File: src/sv/fag_pkg.sv
// ----------------------------------------------------------------------------
// fag_pkg: shared types and constants for the frame autoscale gray core
// Frame geometry, pointer widths, command codes, controller states and the
// command/status bundles between controller and datapath.
// ----------------------------------------------------------------------------
package fag_pkg;

  // Frame geometry
  localparam int FRAME_WIDTH  = 160;
  localparam int FRAME_HEIGHT = 120;
  localparam int PIXELS       = FRAME_WIDTH * FRAME_HEIGHT;
  localparam int PTR_W        = (PIXELS > 1) ? $clog2(PIXELS) : 1;
  localparam logic [PTR_W-1:0] LAST_PIX = PTR_W'(PIXELS - 1);

  // Pixel and gray widths
  localparam int BYTE_W = 8;
  localparam int PIX_W  = 2 * BYTE_W;
  localparam int GRAY_W = 8;
  localparam int PROD_W = PIX_W + GRAY_W;
  localparam logic [GRAY_W-1:0] GRAY_SPAN = GRAY_W'(254);
  localparam logic [PIX_W-1:0]  PIXEL_MAX = {PIX_W{1'b1}};

  // Restoring divider: one quotient bit per step
  localparam int DIV_STEPS = GRAY_W;
  localparam int CNT_W     = $clog2(DIV_STEPS);
  localparam logic [CNT_W-1:0] LAST_STEP = CNT_W'(DIV_STEPS - 1);

  // Beat command codes
  typedef enum logic {
    CMD_LOAD = 1'b0,
    CMD_READ = 1'b1
  } cmd_t;

  // Controller states
  typedef enum logic [2:0] {
    ST_IDLE,
    ST_FETCH,
    ST_PREP,
    ST_DIVIDE,
    ST_EMIT
  } state_t;

  // Controller to datapath
  typedef struct packed {
    logic accept;   // input beat taken this cycle
    logic prep;     // form difference and special cases
    logic mul;      // scale by span, seed divider
    logic step;     // one divider step
    logic emit;     // load output register
  } dp_cmd_t;

  // Datapath to controller
  typedef struct packed {
    logic readout;  // complete frame available
    logic out_free; // output register can take a result
  } dp_stat_t;

endpackage

File: src/sv/fag_ctrl.sv
// ----------------------------------------------------------------------------
// fag_ctrl: sequencing controller
// Accepts beats while idle and walks a read through fetch, prep, the divider
// steps and the output load, or straight to the load if no frame is complete.
// ----------------------------------------------------------------------------
module fag_ctrl (
  input  logic              clk,
  input  logic              rst_n,
  input  logic              in_tvalid,
  input  fag_pkg::cmd_t     in_cmd,
  output logic              in_tready,
  input  fag_pkg::dp_stat_t stat,
  output fag_pkg::dp_cmd_t  cmd
);
  import fag_pkg::*;

  state_t            state_r, state_nxt;
  logic [CNT_W-1:0]  cnt_r, cnt_nxt;
  logic              fire;

  assign fire = in_tvalid && (state_r == ST_IDLE);

  // State and step counter registers
  always_ff @(posedge clk) begin
    if (!rst_n) begin
      state_r <= ST_IDLE;
      cnt_r   <= '0;
    end else begin
      state_r <= state_nxt;
      cnt_r   <= cnt_nxt;
    end
  end

  // Next state
  always_comb begin
    state_nxt = state_r;
    cnt_nxt   = cnt_r;
    unique case (state_r)
      ST_IDLE: begin
        if (fire && in_cmd == CMD_READ) begin
          state_nxt = stat.readout ? ST_FETCH : ST_EMIT;
        end
      end
      ST_FETCH: begin
        state_nxt = ST_PREP;
      end
      ST_PREP: begin
        state_nxt = ST_DIVIDE;
        cnt_nxt   = '0;
      end
      ST_DIVIDE: begin
        cnt_nxt = cnt_r + CNT_W'(1);
        if (cnt_r == LAST_STEP) begin
          state_nxt = ST_EMIT;
        end
      end
      ST_EMIT: begin
        if (stat.out_free) begin
          state_nxt = ST_IDLE;
        end
      end
      default: state_nxt = ST_IDLE;
    endcase
  end

  // Outputs
  always_comb begin
    in_tready  = 1'b0;
    cmd        = '0;
    unique case (state_r)
      ST_IDLE: begin
        in_tready  = 1'b1;
        cmd.accept = fire;
      end
      ST_FETCH:  cmd.prep = 1'b1;
      ST_PREP:   cmd.mul  = 1'b1;
      ST_DIVIDE: cmd.step = 1'b1;
      ST_EMIT:   cmd.emit = stat.out_free;
      default:   cmd      = '0;
    endcase
  end

endmodule

File: config.mk
export PLATFORM = sky130hd
export DESIGN_NAME = fag_ctrl
export DESIGN_NICKNAME = d
export VERILOG_FILES = /design/src/sv/fag_pkg.sv /design/src/sv/fag_ctrl.sv
export SDC_FILE = /design/constraint.sdc
export NUM_CORES = 1
export LEC_CHECK = 0
export BUFFER_PORTS_ARGS = -buffer_cell sky130_fd_sc_hd__buf_2
export CORE_AREA = 8 8 45 47
export CTS_BUF_LIST = sky130_fd_sc_hd__clkbuf_4 sky130_fd_sc_hd__clkbuf_8
export DETAILED_ROUTE_END_ITERATION = 12
export DIE_AREA = 0 0 53 55
export GPL_ROUTABILITY_DRIVEN = 0
export GPL_TIMING_DRIVEN = 0
export PLACE_DENSITY = 0.45
export SKIP_CTS_REPAIR_TIMING = 1
export SLEW_MARGIN = 20
export SYNTH_ARGS = -nofsm -noshare
export SYNTH_HDL_FRONTEND = slang
export SYNTH_SLANG_ARGS = --single-unit
File: constraint.sdc
create_clock -name clk -period 2.4 [get_ports clk]
set_clock_uncertainty 0.15 [all_clocks]
set_input_delay 0.48 -clock clk [delete_from_list [all_inputs] [get_ports clk]]
set_output_delay 0.48 -clock clk [all_outputs]
set_load 0.03 [all_outputs]
==> implementation parameters, run 1 <==
Parameter                              Value

Run status
  Outcome ... finished, final reports clean

Clock network
  Num CTS Buffers ... 3
  Insertion delay to the later sink of the worst-skew pair ... 0.24 ns
  Clk sinks ... 6
  Maximum level of the CTS H-tree ... 1
  Clk buf depth ... 2
  Clock tree from TritonCTS ... yes
  Clock input transition at the sequential cells of the worst setup and hold paths ... about 0.040 ns
  Root buffer cell ... sky130_fd_sc_hd__clkbuf_4

Synthesis
  Adder-cell area share of the yosys netlist ... under 10%
  Count of state elements after synthesis ... 6
  Compound-cell area share of the yosys netlist ... 15.7%
  Largest family of logic cells by synthesized area ... simple AND/OR/NAND/NOR gates
  Number of instances in the synthesized netlist ... 39
  Yosys warnings ... 0
  Nets in the synthesized netlist ... 47
  Sequential share of the synthesized area ... 35.0%
  Mux share of post-synthesis cell area ... 0%
  Count of cell types in the netlist ... 21
  Synth Area in XOR/XNOR ... 0%
  Synthesized cell area ... between 300 and 400 um2
  Average instance area after synthesis ... just under 9 um2
  Area fraction in and, or, nand and nor cells after synthesis ... about a third

STA
  Unrepaired setup endpoints after global routing ... false
  Shortest period the worst path allows ... between 1.5 and 2 ns
  Actual transition at the worst max-transition pin ... 0.191 ns
  Hold violation count in the final report ... 0
  Max Freq ... 543 MHz
  Worst relative slew slack ... approximately 87%
  Post-route setup TNS ... 0 ns
  Total setup violations reported at the end of the flow ... 0
  Final WS setup ... roughly 0.56 ns
  Final Slew Violations ... 0
  Final Cycle Share ... roughly 77%
  Hold slack ... 0.306 ns

Setup path
  Launch point of the critical path ... state_r[1]$_SDFFE_PN0P_
  Worst path required time ... approximately 1.8 ns
  R2r worst-path depth ... 5
  Slack of the worst reg-to-reg path ... 1.05 ns
  Type of the worst setup path ... flop to output port
  Setup crit end kind ... output port
  Endpoint of the most critical register-to-register path ... state_r[2]$_SDFFE_PN0P_
  Critical Path Start Type ... flop
  Startpoint of the worst-slack reg-to-reg timing path ... cnt_r[0]$_SDFFE_PN0P_
  Max FO, Critical Path ... 9
  Critical path arrival ... 1.21 ns

Die
  CORE AREA ... 1380 um2
  Boundary pin count ... 12
  Width of the die ... ~53 um
  Starting density of the core ... approximately 25%
  Number of rows in the core area ... 14
  Vert. Die Dim ... 55 um
  Full die area ... between 2000 and 3000 um2

Global route
  Largest net degree at the start of global routing ... 11
  Antenna violations before repair ... 0
  Global-route congestion overflow total ... 0
  Wire length of the first global-routing pass ... 1270 um
  Total routing usage reported by global routing ... ~6.0%
  Vias in the first global route ... between 300 and 400

Route
  Sum of routed wire length over all layers ... around 760 um
  Number of design-rule violations left by the first detailed-router iteration ... 4
  Via density per instance ... 4.68
  Number of detailed-route iterations in the first pass ... 3
  Number of antenna-violating nets in the routed design ... 0
  Post-route DRC violation count ... 0
  Routed wirelength normalized by instance count ... approximately 11 um
  Vias after detailed routing ... 323

Cells and area
  Layout fillers ... around 160
  Final Non-Filler Cells ... approximately 70
  Final Cell Area ... around 440 um2
  Total inserted antenna cells ... 0
  Synthesis-to-finish area growth ... 28.5%
  Total Nets Final ... 63
  Leading cell types in the layout, fill and taps excluded ... sky130_fd_sc_hd__buf_2 (11), sky130_fd_sc_hd__dfxtp_1 (6), sky130_fd_sc_hd__nor3_1 (4), sky130_fd_sc_hd__nor2_1 (4)
  Core Util, Final ... a little under a third
  Leading cell type in the layout, fill and taps excluded ... sky130_fd_sc_hd__buf_2
  Proportion of layout cells with a drive suffix above 1 ... a little over a third

Hold path
  Hold path start ... cnt_r[1]$_SDFFE_PN0P_
  Worst hold path cell count ... 2
  Worst min path class ... flop to flop
  Hold Path Sink ... cnt_r[1]$_SDFFE_PN0P_

Placement
  Count of input and output buffers ... 11
  Placed inst area ... between 400 and 500 um2
  Worst Setup Slack post-DPL ... roughly 0.80 ns
  Post-DP HPWL ... ~600 um
  Placed insts ... 66

Power and ir drop
  Lkg Pwr ... just over 0.2 nW
  Cell Pwr Density ... a little under 600 nW/um2
  Overall Power ... 0.263 mW
  IR drop worst, VDD ... 261 uV

Run
  Number of maximum-capacitance violations ... 0
final cells by class:
type | instances | area, um2 | area share, %
multi-input combinational | 30 | 198 | 44.9
sequential | 6 | 120 | 27.3
timing repair buffer | 11 | 55.1 | 12.5
clock buffer | 3 | 22.5 | 5.11
tap | 16 | 20.0 | 4.55
buffer | 2 | 18.8 | 4.26
inverter | 1 | 6.26 | 1.42
registers in the layout, summed over array words and instances, names as in the netlist:
signal	cells
cnt_r	3
state_r	3
Yosys cell counts:
cell	instances	share of area, %
sky130_fd_sc_hd__nand4b_1	1	2.6
sky130_fd_sc_hd__o31ai_1	1	2.2
sky130_fd_sc_hd__ha_1	2	7.3
sky130_fd_sc_hd__a211oi_1	2	4.4
sky130_fd_sc_hd__nand2b_1	1	1.8
sky130_fd_sc_hd__a21boi_1	3	6.6
sky130_fd_sc_hd__and3_1	1	1.8
sky130_fd_sc_hd__nand3_1	2	2.9
sky130_fd_sc_hd__nor3_1	4	5.8
sky130_fd_sc_hd__or3_1	1	1.8
sky130_fd_sc_hd__nand2_1	3	3.3
sky130_fd_sc_hd__nand2b_4	1	4.0
sky130_fd_sc_hd__dfxtp_1	6	35
sky130_fd_sc_hd__a41oi_1	1	2.6
sky130_fd_sc_hd__nor2_1	4	4.4
sky130_fd_sc_hd__and2b_1	1	2.2
sky130_fd_sc_hd__buf_4	1	2.2
sky130_fd_sc_hd__buf_6	1	3.3
sky130_fd_sc_hd__and3_2	1	2.2
sky130_fd_sc_hd__inv_4	1	1.8
sky130_fd_sc_hd__and2_1	1	1.8
critical path: stages (launching register included):
cell and delay [ns]:
sky130_fd_sc_hd__dfxtp_1 0.29, sky130_fd_sc_hd__buf_4 0.16, sky130_fd_sc_hd__nor2_1 0.17, sky130_fd_sc_hd__and3_1 0.16, sky130_fd_sc_hd__buf_2 0.19
metal layers:
metal	vias up	global-route usage (%)	part of all wire, %	routed length [um]
met5	-	0	0	0
met1	145	5.80	43	325
met3	0	4.81	9.2	70
met4	0	1.29	0	0
li1	171	-	-	-
met2	7	9.96	48	362
logic make-up (layout without fill, tap and decap cells):
family                   count (synthesis)  in the layout
AND/OR/NAND/NOR                         21             21
AO/OA/AOI/OAI                            7              7
flip-flops                               6              6
buffers and inverters                    3             17
adder cells (fa/ha/maj)                  2              2
worst max path at each step:
stage | to | slack (ns) | cells after the start
after floorplan | cmd[4] | 0.20 | 3
after global placement | cmd[0] | 0.80 | 4
after detailed placement | cmd[4] | 0.80 | 4
after CTS | cmd[4] | 0.54 | 4
after global routing | cmd[4] | 0.40 | 4
final | cmd[0] | 0.56 | 4
where the power goes:
group          switching, mW  total [mW]  internal, mW
Combinational         0.0400      0.0642        0.0242
Clock                 0.0351      0.0916        0.0565
Sequential           0.00295       0.107         0.104
Note: power is estimated with default switching activity, not from simulation.
==> inputs of run 2 (changes only) <==
- PLACE_DENSITY: 0.45 -> 0.46
- clock period: 2.4 -> 1.65 ns (I/O delays scaled with it)
==> implementation parameters, run 2 (synthesis gave the netlist of run 1 again) <==
Parameter                              Value

Run status
  Outcome ... finished, final reports clean

Global route
  Vias in the first global route ... 313 (+0.64%)
  Largest net degree at the start of global routing ... 11 (unchanged)
  Total routing usage reported by global routing ... 6.51% (+0.49 points)
  Wire length of the first global-routing pass ... 1380 um (+8.7%)
  Global-route congestion overflow total ... 0 (unchanged)
  Antenna violations before repair ... 0 (unchanged)

Setup path
  Type of the worst setup path ... flop to output port
  Critical path arrival ... 1.12 ns (-0.09 ns)
  Startpoint of the worst-slack reg-to-reg timing path ... cnt_r[0]$_SDFFE_PN0P_
  Critical Path Start Type ... flop
  Worst path required time ... 1.17 ns (-0.60 ns)
  Max FO, Critical Path ... 7 (-2)
  Destination of the critical timing path ... cmd[4]
  Slack of the worst reg-to-reg path ... 0.27 ns (-0.78 ns)
  Endpoint of the most critical register-to-register path ... state_r[2]$_SDFFE_PN0P_
  R2r worst-path depth ... 5 (unchanged)
  Launch point of the critical path ... state_r[0]$_SDFFE_PN0P_
  Setup crit end kind ... output port

STA
  Total setup violations reported at the end of the flow ... 0 (unchanged)
  Hold violation count in the final report ... 0 (unchanged)
  Worst relative slew slack ... 85.1% (-2.1 points)
  Final WS setup ... 0.0535 ns (-0.505 ns)
  Shortest period the worst path allows ... approximately 1.6 ns
  Unrepaired setup endpoints after global routing ... true
  Final Cycle Share ... ~97%
  Final Slew Violations ... 0 (unchanged)
  Post-route setup TNS ... 0 ns (unchanged)
  Actual transition at the worst max-transition pin ... 0.222 ns (+0.0317 ns)
  Max Freq ... between 600 and 700 MHz

Route
  Via density per instance ... 4.69 (+0.19%)
  Routed wirelength normalized by instance count ... 11.9 um (+8.3%)
  Number of detailed-route iterations in the first pass ... 2 (-1)
  Number of antenna-violating nets in the routed design ... 0 (unchanged)
  Vias after detailed routing ... 333 (+3.1%)
  Number of design-rule violations left by the first detailed-router iteration ... 4 (unchanged)
  Sum of routed wire length over all layers ... 845 um (+11%)
  Post-route DRC violation count ... 0 (unchanged)

Clock network
  Clock input transition at the sequential cells of the worst setup and hold paths ... 0.04 ns (about the same)
  Clk sinks ... 6 (unchanged)
  Maximum level of the CTS H-tree ... 1 (unchanged)
  Num CTS Buffers ... 3 (unchanged)
  Clock tree from TritonCTS ... yes
  Insertion delay to the later sink of the worst-skew pair ... 0.24 ns (about the same)
  Clk buf depth ... 2 (unchanged)
  Root buffer cell ... sky130_fd_sc_hd__clkbuf_4

Placement
  Placed inst area ... 429 um2 (+2.7%)
  Post-DP HPWL ... 606 um (+3.2%)
  Placed insts ... 66 (unchanged)
  Count of input and output buffers ... 11 (unchanged)
  Worst Setup Slack post-DPL ... 0.200 ns (-0.602 ns)

Cells and area
  Final Cell Area ... 500 um2 (+14%)
  Leading cell types in the layout, fill and taps excluded ... sky130_fd_sc_hd__buf_2 (7), sky130_fd_sc_hd__dfxtp_1 (5), sky130_fd_sc_hd__buf_4 (5)
  Total Nets Final ... 65 (+3.2%)
  Total inserted antenna cells ... 0 (unchanged)
  Top Registers ... cnt_r: 3 flops, state_r: 3 flops
  Proportion of layout cells with a drive suffix above 1 ... 47.3% (+11 points)
  Synthesis-to-finish area growth ... 46.0%
  Final Non-Filler Cells ... 71 (+2.9%)
  Leading cell type in the layout, fill and taps excluded ... sky130_fd_sc_hd__buf_2

Die
  Vert. Die Dim ... 55 um (unchanged)
  Starting density of the core ... 24.8% (unchanged)
  Width of the die ... 53 um (unchanged)
  CORE AREA ... 1380 um2 (unchanged)
  Number of rows in the core area ... 14 (unchanged)
  Full die area ... 2920 um2 (unchanged)
  Boundary pin count ... 12 (unchanged)

Hold path
  Hold path start ... rst_n
  Worst min path class ... input pin to flop

Run
  Number of maximum-capacitance violations ... 0 (unchanged)

Power and ir drop
  Cell Pwr Density ... 813 nW/um2 (+36%)
  IR drop worst, VDD ... 383 uV (+47%)
  Lkg Pwr ... 0.231 nW (+13%)
==> run 2: layer usage <==
metal  vias up  GRT usage (%)  part of all wire, %
li1        175              -                    -
met1       150           6.72                   43
met2         8           10.2                   47
met3         0           5.35                  9.6
met4         0           1.29                    0
met5         -              0                    0
==> run 2: layout make-up <==
class,instances,area [um2]
repair buffers,13,83.8
flip-flops and latches,6,121
clock buffers,3,22.5
well taps,16,20.0
fillers,148,883
plain buffers,2,22.5
multi-input cells,30,224
inverters,1,6.26
==> run 2: where the power goes <==
group	leakage (nW)	total [mW]	internal, mW	switching, mW
registers	0.0491	0.158	0.152	0.00626
logic	0.168	0.118	0.0529	0.0654
clock network	0.0138	0.131	0.0820	0.0490
total	0.231	0.407	0.287	0.121
==> run 2: worst min-delay path by stage <==
| stage | depth (start not counted) | end | slack, ns |
|---|---|---|---|
| 5_1_grt | 2 | cnt_r[2]$_SDFFE_PN0P_ | 0.24 |
| 6_report | 2 | cnt_r[0]$_SDFFE_PN0P_ | 0.24 |
| 2_1_floorplan | 2 | cnt_r[1]$_SDFFE_PN0P_ | 0.28 |
| 3_3_place_gp | 2 | cnt_r[1]$_SDFFE_PN0P_ | 0.29 |
| 4_1_cts | 3 | state_r[2]$_SDFFE_PN0P_ | 0.22 |
| 3_5_place_dp | 2 | cnt_r[1]$_SDFFE_PN0P_ | 0.30 |
==> run 2: metrics by stage <==
stage	total power [mW]	hold slack [ns]	utilization, %
final	0.407	0.242	36.2
after global routing	0.432	0.237	36.2
after CTS	0.400	0.224	32.6
after detailed placement	0.260	0.301	31.0
after global placement	0.260	0.293	31.0
after floorplan	0.231	0.284	-
==> run 2: worst max-delay path, cell delays in order (launching register included) <==
cell and delay [ns]:
sky130_fd_sc_hd__dfxtp_1 0.30, sky130_fd_sc_hd__buf_6 0.14, sky130_fd_sc_hd__nor3_4 0.16, sky130_fd_sc_hd__and2_4 0.16
sky130_fd_sc_hd__buf_6 0.12
